[config.mk]
export PLATFORM = sky130hd
export DESIGN_NAME = quad_dac_refresh_frame_builder_top
export DESIGN_NICKNAME = d
export VERILOG_FILES = /design/src/rtl/core/qdrfb_pkg.sv /design/src/rtl/core/quad_dac_refresh_frame_builder_top.sv /design/src/rtl/core/qdrfb_divider.sv
export SDC_FILE = /design/constraint.sdc
export NUM_CORES = 1
export LEC_CHECK = 0
export BUFFER_PORTS_ARGS = -buffer_cell sky130_fd_sc_hd__buf_2
export CORE_UTILIZATION = 60
export DETAILED_ROUTE_END_ITERATION = 10
export PLACE_DENSITY_LB_ADDON = 0.2
export SYNTH_ARGS = -nofsm -noshare
export SYNTH_HDL_FRONTEND = slang
export SYNTH_SLANG_ARGS = --single-unit
[constraint.sdc]
create_clock -name clk -period 7.65 [get_ports clk]
set_input_delay 0.3825 -clock clk [delete_from_list [all_inputs] [get_ports clk]]
set_output_delay 0.3825 -clock clk [all_outputs]
set_load 0.005 [all_outputs]
[src/rtl/core/qdrfb_pkg.sv]
// Shared types and constants for the quad DAC refresh frame builder.
// No dependencies.
package qdrfb_pkg;

  localparam int FRAME_BYTES = 12;
  localparam int CODE_W      = 12;
  localparam int SETUP_W     = 36;
  localparam int REG_IDX_W   = 3;

  localparam logic [CODE_W-1:0]  CODE_MAX     = 12'hFFF;
  localparam logic [7:0]         DAC_WR_CMD   = 8'h40;
  localparam logic [SETUP_W-1:0] SETUP_RESET  = 36'h00FFF0000;

  localparam logic CMD_TICK = 1'b0;
  localparam logic CMD_SET  = 1'b1;

  localparam logic [REG_IDX_W-1:0] REG_PERIOD = 3'd0;
  localparam logic [REG_IDX_W-1:0] REG_SETUP0 = 3'd1;
  localparam logic [REG_IDX_W-1:0] REG_SETUP1 = 3'd2;
  localparam logic [REG_IDX_W-1:0] REG_SETUP2 = 3'd3;
  localparam logic [REG_IDX_W-1:0] REG_SETUP3 = 3'd4;

  typedef struct packed {
    logic        command;
    logic [1:0]  channel;
    logic [15:0] value;
    logic [31:0] tick_time;
  } in_t;

  typedef struct packed {
    logic [7:0] out_byte;
    logic       last_byte;
  } out_t;

  typedef struct packed {
    logic        start;
    logic [15:0] dividend;
    logic [15:0] divisor;
  } div_req_t;

  typedef struct packed {
    logic              done;
    logic [CODE_W-1:0] quotient;
  } div_rsp_t;

endpackage

[src/rtl/core/quad_dac_refresh_frame_builder_top.sv]
// Quad DAC refresh frame builder: value mapping, refresh timing, frame output.
// Depends on qdrfb_pkg and qdrfb_divider.
//
// Usage:
//   Input channel (in_valid/in_ready/in_data) carries tick and set-value
//   transactions. A set value maps the value onto a 12-bit code for one
//   channel; in-range values go through a serial divider and hold in_ready
//   low until the quotient is written, out-of-range values are written directly.
//   A tick whose elapsed time exceeds refresh_period records the time and,
//   if any channel is dirty, sends the 12-byte DAC write frame on the
//   output channel (out_valid/out_ready/out_data), one byte per cycle while
//   out_ready is high; last_byte marks byte 11. in_ready stays low until the
//   frame is fully taken. A stalled receiver holds the current byte.
//   The first byte is offered in the cycle after the tick transaction.
//   Configuration (wr_en/wr_index/wr_data) writes the period or a channel
//   setup; a setup write marks that channel dirty.
//   Reset: period 0, ranges 0..4095, codes 0, all channels dirty.
module quad_dac_refresh_frame_builder_top import qdrfb_pkg::*; (
  input  logic                 clk,
  input  logic                 rst,
  input  logic                 in_valid,
  output logic                 in_ready,
  input  in_t                  in_data,
  output logic                 out_valid,
  input  logic                 out_ready,
  output out_t                 out_data,
  input  logic                 wr_en,
  input  logic [REG_IDX_W-1:0] wr_index,
  input  logic [SETUP_W-1:0]   wr_data
);

  localparam logic [1:0] ST_IDLE = 2'd0;
  localparam logic [1:0] ST_DIV  = 2'd1;
  localparam logic [1:0] ST_EMIT = 2'd2;

  logic [1:0]         state;
  logic [31:0]        refresh_period;
  logic [SETUP_W-1:0] setup [4];
  logic [31:0]        last_refresh_time;
  logic [CODE_W-1:0]  channel_code [4];
  logic [3:0]         dirty_flags;
  logic [3:0]         dirty_next;
  logic [1:0]         div_ch;
  logic [1:0]         emit_ch;
  logic [1:0]         emit_part;

  div_req_t div_req;
  div_rsp_t div_rsp;

  logic               in_fire;
  logic               out_fire;
  logic [SETUP_W-1:0] sel_setup;
  logic signed [16:0] lo;
  logic signed [16:0] hi;
  logic signed [17:0] diff;
  logic [16:0]        span;
  logic               map_zero;
  logic               map_sat;
  logic [31:0]        elapsed;
  logic [CODE_W-1:0]  cur_code;
  logic [SETUP_W-1:0] cur_setup;

  assign in_ready  = (state == ST_IDLE);
  assign out_valid = (state == ST_EMIT);
  assign in_fire   = in_valid && in_ready;
  assign out_fire  = out_valid && out_ready;

  assign sel_setup = setup[in_data.channel];
  assign lo        = 17'(signed'(sel_setup[15:0]));
  assign hi        = 17'(signed'(sel_setup[31:16]));
  assign diff      = signed'({2'b00, in_data.value}) - 18'(lo);
  assign span      = 17'(hi - lo);
  assign map_zero  = (hi <= lo) || (diff <= 18'sd0);
  assign map_sat   = !map_zero && (diff >= signed'({1'b0, span}));
  assign elapsed   = in_data.tick_time - last_refresh_time;

  assign div_req.start    = in_fire && (in_data.command == CMD_SET) && !map_zero && !map_sat;
  assign div_req.dividend = diff[15:0];
  assign div_req.divisor  = span[15:0];

  qdrfb_divider u_div (
    .clk (clk),
    .rst (rst),
    .req (div_req),
    .rsp (div_rsp)
  );

  always_comb begin
    dirty_next = dirty_flags;
    if (in_fire) begin
      if (in_data.command == CMD_SET) begin
        dirty_next[in_data.channel] = 1'b1;
      end else if (elapsed > refresh_period) begin
        dirty_next = 4'h0;
      end
    end
    if (wr_en && (wr_index >= REG_SETUP0) && (wr_index <= REG_SETUP3)) begin
      dirty_next[2'(wr_index - REG_SETUP0)] = 1'b1;
    end
  end

  always_ff @(posedge clk) begin
    if (rst) begin
      state             <= ST_IDLE;
      refresh_period    <= '0;
      last_refresh_time <= '0;
      dirty_flags       <= 4'hF;
      emit_ch           <= '0;
      emit_part         <= '0;
      for (int i = 0; i < 4; i++) begin
        setup[i]        <= SETUP_RESET;
        channel_code[i] <= '0;
      end
    end else begin
      dirty_flags <= dirty_next;
      unique case (state)
        ST_IDLE: begin
          if (in_fire) begin
            if (in_data.command == CMD_SET) begin
              div_ch <= in_data.channel;
              if (map_zero) begin
                channel_code[in_data.channel] <= '0;
              end else if (map_sat) begin
                channel_code[in_data.channel] <= CODE_MAX;
              end else begin
                state <= ST_DIV;
              end
            end else if (elapsed > refresh_period) begin
              last_refresh_time <= in_data.tick_time;
              if (dirty_flags != 4'h0) begin
                emit_ch     <= '0;
                emit_part   <= '0;
                state       <= ST_EMIT;
              end
            end
          end
        end
        ST_DIV: begin
          if (div_rsp.done) begin
            channel_code[div_ch] <= div_rsp.quotient;
            state                <= ST_IDLE;
          end
        end
        ST_EMIT: begin
          if (out_fire) begin
            if (emit_part == 2'd2) begin
              emit_part <= '0;
              emit_ch   <= emit_ch + 2'd1;
              if (emit_ch == 2'd3) begin
                state <= ST_IDLE;
              end
            end else begin
              emit_part <= emit_part + 2'd1;
            end
          end
        end
        default: state <= ST_IDLE;
      endcase

      if (wr_en) begin
        unique case (wr_index)
          REG_PERIOD: refresh_period <= wr_data[31:0];
          REG_SETUP0, REG_SETUP1, REG_SETUP2, REG_SETUP3: begin
            setup[2'(wr_index - REG_SETUP0)] <= wr_data;
          end
          default: ;
        endcase
      end
    end
  end

  assign cur_code  = channel_code[emit_ch];
  assign cur_setup = setup[emit_ch];

  always_comb begin
    unique case (emit_part)
      2'd0:    out_data.out_byte = DAC_WR_CMD | {5'b0, emit_ch, 1'b0};
      2'd1:    out_data.out_byte = {cur_setup[32], cur_setup[34:33], cur_setup[35],
                                    cur_code[11:8]};
      default: out_data.out_byte = cur_code[7:0];
    endcase
    out_data.last_byte = (emit_ch == 2'd3) && (emit_part == 2'd2);
  end

endmodule

[src/rtl/core/qdrfb_divider.sv]
// Restoring serial divider: (dividend << 12) / divisor, one quotient bit per cycle.
// Expects dividend < divisor. Depends on qdrfb_pkg.
module qdrfb_divider import qdrfb_pkg::*; (
  input  logic     clk,
  input  logic     rst,
  input  div_req_t req,
  output div_rsp_t rsp
);

  logic [15:0]       rem;
  logic [15:0]       divisor;
  logic [CODE_W-1:0] quo;
  logic [3:0]        cnt;
  logic              busy;
  logic              done;
  logic [16:0]       shifted;
  logic              ge;

  assign shifted = {rem, 1'b0};
  assign ge      = shifted >= {1'b0, divisor};

  always_ff @(posedge clk) begin
    if (rst) begin
      busy <= 1'b0;
      done <= 1'b0;
      cnt  <= '0;
    end else begin
      done <= 1'b0;
      if (req.start) begin
        busy <= 1'b1;
        cnt  <= '0;
      end else if (busy) begin
        cnt <= cnt + 4'd1;
        if (cnt == 4'(CODE_W - 1)) begin
          busy <= 1'b0;
          done <= 1'b1;
        end
      end
    end
  end

  always_ff @(posedge clk) begin
    if (req.start) begin
      rem     <= req.dividend;
      divisor <= req.divisor;
    end else if (busy) begin
      rem <= ge ? 16'(shifted - {1'b0, divisor}) : shifted[15:0];
      quo <= {quo[CODE_W-2:0], ge};
    end
  end

  assign rsp.done     = done;
  assign rsp.quotient = quo;

endmodule

After elaboration in Yosys (flattened, before gate mapping)
Memory sizes are Yosys's and may differ from the RTL's. A register that Yosys moved wholly into a read port is not among the register bits.
Index checks and enable logic that the tools add are counted.
{"block": "op_classes", "addsub": 8, "reduce_logical": 33, "muxes": 74, "bitwise": 7, "magnitude_cmp": 11, "n_eq_ne": 22}
{"cell": "$mux W2", "count": 25}
{"cell": "$mux W16", "count": 3}
{"cell": "$mux W12", "count": 3}
{"cell": "$mux W36", "count": 1}
{"cell": "$reduce_or A36 Y1", "count": 1}
{"cell": "$gt A32 B32 Y1", "count": 1}
{"cell": "$mux W1", "count": 32}
{"cell": "$sub A32 B32 Y32", "count": 1}
{"cell": "$reduce_or A12 Y1", "count": 2}
{"cell": "$ge A18 B18 Y1", "count": 1}
{"cell": "$le A18 B1 Y1 const B", "count": 1}
{"cell": "$sub A17 B16 Y18", "count": 1}
{"cell": "$ge A17 B16 Y1", "count": 1}
{"cell": "$sub A16 B16 Y17", "count": 1}
{"cell": "$le A16 B16 Y1", "count": 1}
{"cell": "$mux W4", "count": 4}
{"cell": "$pmux W8 S2", "count": 1}
{"cell": "$sub A16 B16 Y16", "count": 1}
{"cell": "$ne A2 B1 Y1 const B", "count": 7}
{"cell": "$logic_and A1 B1 Y1", "count": 11}
{"cell": "$reduce_and A9 Y1", "count": 1}
{"cell": "$or A4 B4 Y4", "count": 2}
{"cell": "$pmux W2 S2", "count": 2}
{"cell": "$reduce_and A4 Y1", "count": 2}
{"cell": "other kinds (32)", "count": 49}
{"block": "totals", "out_inout_bits": 11, "ram_bits": 192, "regBits": 126, "memories": 2}
{"memory": "setup", "depth": 4, "width": 36, "read_ports": 2, "rd_clocked_by_memory_dff": 1, "wr": 4, "line": "quad_dac_refresh_frame_builder_top.sv:38", "rtl": "logic [SETUP_W-1:0] setup [4];"}
{"memory": "channel_code", "depth": 4, "width": 12, "read_ports": 1, "rd_clocked_by_memory_dff": 1, "wr": 4, "line": "quad_dac_refresh_frame_builder_top.sv:40", "rtl": "logic [CODE_W-1:0] channel_code [4];"}

Depth between registers and ports, before layout
An unclocked memory read counts as a cell.
{"block": "logic_depth", "depth_word": 17, "ltp_mapped": 26, "depth_no_buf": 24}

Hierarchy
Synthesis repeated with hierarchy kept, for this count alone.
{"block": "unflattened", "cells_unflattened": 1797, "area_unflattened_um2": 18860.6}
{"mod": "quad_dac_refresh_frame_builder_top", "area_per_inst_um2": 15950.3, "instances": 1, "cells_per_inst": 1536}
{"mod": "qdrfb_divider", "area_per_inst_um2": 2910.3, "instances": 1, "cells_per_inst": 261}

Worst setup path after synthesis
OpenSTA, ideal clock, no wires.
{"block": "synth_timing", "path_type": "in2reg", "from": "input port in_data[48] (netlist name)", "to": "memory channel_code[3][0], enable pin", "path_stages": 22, "t_arrival_ps": 6050, "n_path_buf": 3, "setup_time_ps": 388, "setup_slack_ps": 1212, "cell_sequence": "buf_2 buf_1 mux4_2 fa_1 a21o_1 a21oi_1 o221ai_1 a21oi_1 o21bai_1 a21oi_1 nor2b_1 o311a_1 o21ai_0 o31ai_1 ha_1 nand2_1 or3_1 a311oi_2 nand2b_2 buf_2 nand2_1 a31oi_1"}
{"element": "start, declared", "line": "quad_dac_refresh_frame_builder_top.sv:23", "rtl": "input in_t in_data,"}
{"element": "end, declared", "line": "quad_dac_refresh_frame_builder_top.sv:40"}

Final worst setup path
{"block": "layout_timing", "from": "input port in_data[48] (netlist name)", "to": "register u_div.rem[6], enable pin"}
{"block": "layout_via", "elab_chain_cells": 9, "word_cells_on_any_way": 13}
{"element": "$mem_v2 Z4 W36 *"}
{"element": "$sub A17 B16 Y18", "line": "quad_dac_refresh_frame_builder_top.sv:71", "rtl": "assign diff = signed'({2'b00, in_data.value}) - 18'(lo);"}
{"element": "$le A18 B1 Y1", "line": "quad_dac_refresh_frame_builder_top.sv:73", "rtl": "assign map_zero = (hi <= lo) || (diff <= 18'sd0);"}
{"element": "$logic_or A1 B1 Y1", "line": "quad_dac_refresh_frame_builder_top.sv:73"}
{"element": "$logic_not A1 Y1", "line": "quad_dac_refresh_frame_builder_top.sv:74, quad_dac_refresh_frame_builder_top.sv:77"}
{"element": "$logic_and A1 B1 Y1", "line": "quad_dac_refresh_frame_builder_top.sv:74", "rtl": "assign map_sat = !map_zero && (diff >= signed'({1'b0, span}));"}
{"element": "$logic_not A1 Y1", "line": "quad_dac_refresh_frame_builder_top.sv:77", "rtl": "assign div_req.start = in_fire && (in_data.command == CMD_SET) && !map_zero && !map_sat;"}
{"element": "$logic_and A1 B1 Y1 *", "line": "quad_dac_refresh_frame_builder_top.sv:77"}
{"element": "$reduce_bool A2 Y1 (no source line) *"}
{"element": "end signal, assigned", "line": "qdrfb_divider.sv:44", "rtl": "rem <= req.dividend;"}
{"element": "end signal, assigned", "line": "qdrfb_divider.sv:47", "rtl": "rem <= ge ? 16'(shifted - {1'b0, divisor}) : shifted[15:0];"}
{"element": "end, declared", "line": "qdrfb_divider.sv:10", "rtl": "logic [15:0] rem;"}
Mark *: on every way between the ends. The rest lies on a longest branch, timed or not.
A chain may end at the register's enable or synchronous reset.

==> results by group <==
Floorplanning
  – Row Count: 64
  – DIE AREA: 0.0319 sq mm
  – Initial Util: 0.611
  – IO Count: 106
  – Die Height: 179 um
  – Core Region: 0.0306 sq mm
  – Die Width: 179 um

CTS
  – Post-CTS setup buffers: 0
  – Longest Clk Path Bufs: 3
  – TritonCTS clock tree: built
  – Post-CTS sizing: 0
  – Hold-fix buffers at CTS: 0
  – CTS Buf Count: 35
  – Worst skew pair latency: 0.52 ns
  – H-tree lvl count: 2
  – Clk sinks: 320
  – Worst-path clk slew: 0.06 ns
  – Root buf cell: clkbuf_16

Synth
  – Top_reg_cell synth: edfxtp_1
  – Post-synth top cells: edfxtp_1 (238), a21oi_1 (159), inv_1 (159)
  – Async S/R FF share, synth: 0
  – Syn_area_per_cell: 10.7 sq um
  – Area leader, netlist: edfxtp_1
  – Top cell type's share of synthesized area: 0.382
  – Sequential-to-total area share from yosys stat: 0.470
  – Top cells by area, synth: edfxtp_1 (38%), ha_1 (9.0%), dfxtp_1 (8.8%)
  – YS warnings: 0
  – Synthesized net count: 1989
  – Top-count cell post-synth: edfxtp_1
  – EDFF count, synth: 238
  – Mapped Cells: 1755
  – Flops & latches, synth: 320
  – Unique masters post-synth: 79
  – Post-Syn Area: 0.0187 sq mm

Cells and area
  – Final net count: 2079
  – Layout cells sized above 1: 0.138
  – Area grow syn2layout: 11.1%
  – Register area: 0.00879 sq mm
  – Number of diodes: 0
  – Number of fill cells in the layout: 2294
  – Multi-input gate area: 0.00904 sq mm

Routing
  – TritonRoute pass-1 iters: 5
  – Vias per cell: 5.97
  – Initial DRC Count: 1204
  – DRC errors left: 0
  – WL final: 43700 um
  – Drt wl/cell: 19.3 um
  – Final ANT Viol Nets: 0
  – Routed via count: 13547

Setup path
  – WP buf/inv: 3
  – Worst setup path start: in_data[48]
  – CP Class: input port to flip-flop
  – Reg2reg path depth: 22
  – Peak fanout along the critical path: 21
  – Worst setup SP type: input port
  – Cell family with most CP delay: compound AO/OA/AOI/OAI gates
  – Required time of the critical path: 7.76 ns
  – Worst EP arrival: 6.32 ns
  – CP cell instances: buf_2, mux4_2, inv_1, ha_1, inv_1, fa_1, a21o_1, a21oi_1, o221ai_1, a21oi_1, o21bai_1, a21oi_1, nor2b_1, o311a_1, o21ai_0, o31ai_1, ha_1, nand2_1, or3_1, a311oi_2, nand2b_2, or2_4, nand2b_1
  – FF-to-FF End: last_refresh_time[17]
  – Most frequent CP cell: a21oi_1
  – Crit path max-delay cell type: mux4_2
  – Worst setup EP type: flip-flop
  – R2R Path Start: last_refresh_time[0]
  – R2R Setup Slk: 1.48 ns
  – Slowest stage delay, CP: 0.57 ns

Placed design
  – Final HPWL DP: 31400 um
  – I/O Buffers: 105
  – Routability cong.: 0.928

Global route
  – Gr usage total: 0.279
  – Largest net degree at the start of global routing: 83
  – First-pass GRT wire length: 68700 um
  – Vias in the first global route: 13280
  – Total grt overflow: 0
  – Initial antenna violation count: 1

STA
  – Fin. Hold Viols: 0
  – Highest clock rate: 0.161 GHz
  – RSZ-0062 raised after global routing: false
  – Setup_tns: 0 ns
  – Clock Skews: 0.0131 ns
  – Fin. max-slew vios: 0
  – Rel. slew slack: 0.218
  – Endpoints failing setup: 0
  – Tcrit/Tclk final: 0.812
  – Worst Max-Slew Pin Slew: 1.17 ns
  – Post-layout min period: 6.21 ns

Pwr
  – Pwr dens: 255 mW/mm^2
  – P_leak: 8.12 nW
  – Overall power: 5.30 mW
  – Peak supply drop: 189 uV

Min path
  – Worst Hold Launch: in_data[8]
  – WHS Path Cells: 3
  – Hold Crit Endpoint: last_refresh_time[8]
  – HP Class: input port to flip-flop

Run status
  – Status: finished clean

Job
  – Max-cap viol count: 0
[where the power goes]
group	leakage, nW	internal [mW]	switching [mW]	total (mW)
combinational	4.57	0.633	0.862	1.49
clock	0.560	1.02	0.691	1.71
sequential	2.98	2.04	0.0572	2.10
[cells by family (layout without fill, tap and decap cells)]
family                   Yosys count  in the layout  share of synthesized area
AO/OA/AOI/OAI                    359            359                      0.121
XOR/XNOR                          61             61                     0.0286
adder cells (fa/ha/maj)          139            139                     0.0946
buffers and inverters            234            351                     0.0486
flip-flops                       320            320                      0.470
multiplexers                     108            108                     0.0904
AND/OR/NAND/NOR                  534            534                      0.147
[flip-flops by register name, summed over array words and instances, names as in the netlist, 2 cells and up, named ones only]
name / cells
u_div.quo: 12
channel_code: 48
u_div.divisor: 16
state: 2
setup: 144
dirty_flags: 4
emit_part: 2
div_ch: 2
refresh_period: 32
u_div.cnt: 4
u_div.rem: 16
emit_ch: 2
last_refresh_time: 32
[how the worst max path moves through the flow]
stage,slack [ns],endpoint,cells past startpoint
after floorplan,1.21,channel_code[3][0],22
after global placement,1.02,u_div.rem[0],22
after detailed placement,0.86,u_div.rem[0],22
after CTS,1.40,u_div.rem[6],22
after global routing,0.85,u_div.rem[10],23
final,1.44,u_div.rem[6],23
[layout by cell type, fill, tap and decap left out, types with 11 or more instances in the layout]
master,n
and2_1,80
and3_1,29
clkbuf_1,12
nand2b_1,49
o21a_1,12
nor2b_1,18
a21oi_1,159
inv_1,159
clkbuf_16,36
a211oi_1,11
xnor2_1,47
buf_4,22
a21o_1,35
nand3_1,19
mux2i_1,56
nor2_1,87
nor3_1,33
buf_2,105
nand4_1,22
dfxtp_1,82
xor2_1,14
or3_1,20
nand2_1,144
ha_1,135
o21ai_0,51
edfxtp_1,238
mux4_2,48
[routing by layer]
metal | wire [um] | global-route usage | vias up
met3 | 2270 | 0.0339 | 91
met5 | 11 | 0 | -
li1 | - | - | 6514
met1 | 18700 | 0.368 | 6527
met2 | 21200 | 0.475 | 413
met4 | 1480 | 0.0996 | 2
[worst min-delay path: stages]
cell	delay, ns
buf_2	0.09
mux2i_1	0.06
nor2_1	0.07
[per-stage QoR]
step | hold slack, ns | util | cell area, sq um | std cells | worst slack [ns]
CTS | 0.107 | 0.679 | 20800 | 2268 | 1.40
floorplan | 0.426 | - | 18700 | 1755 | 1.21
detailed placement | 0.438 | 0.641 | 19600 | 2204 | 0.862
global placement | 0.434 | 0.641 | 19600 | 2204 | 1.02
global route | 0.120 | 0.679 | 20800 | 2268 | 0.847
finish | 0.118 | 0.679 | 20800 | 2268 | 1.44
[area by class of cell]
class                   instances  area share
multi-input cells            1201       0.435
flip-flops and latches        320       0.423
clock buffers                  49      0.0462
inverters                     160      0.0289
repair buffers                127      0.0332
clock inverters                15     0.00964
well taps                     396      0.0238
(Power assumes the default switching activity.)
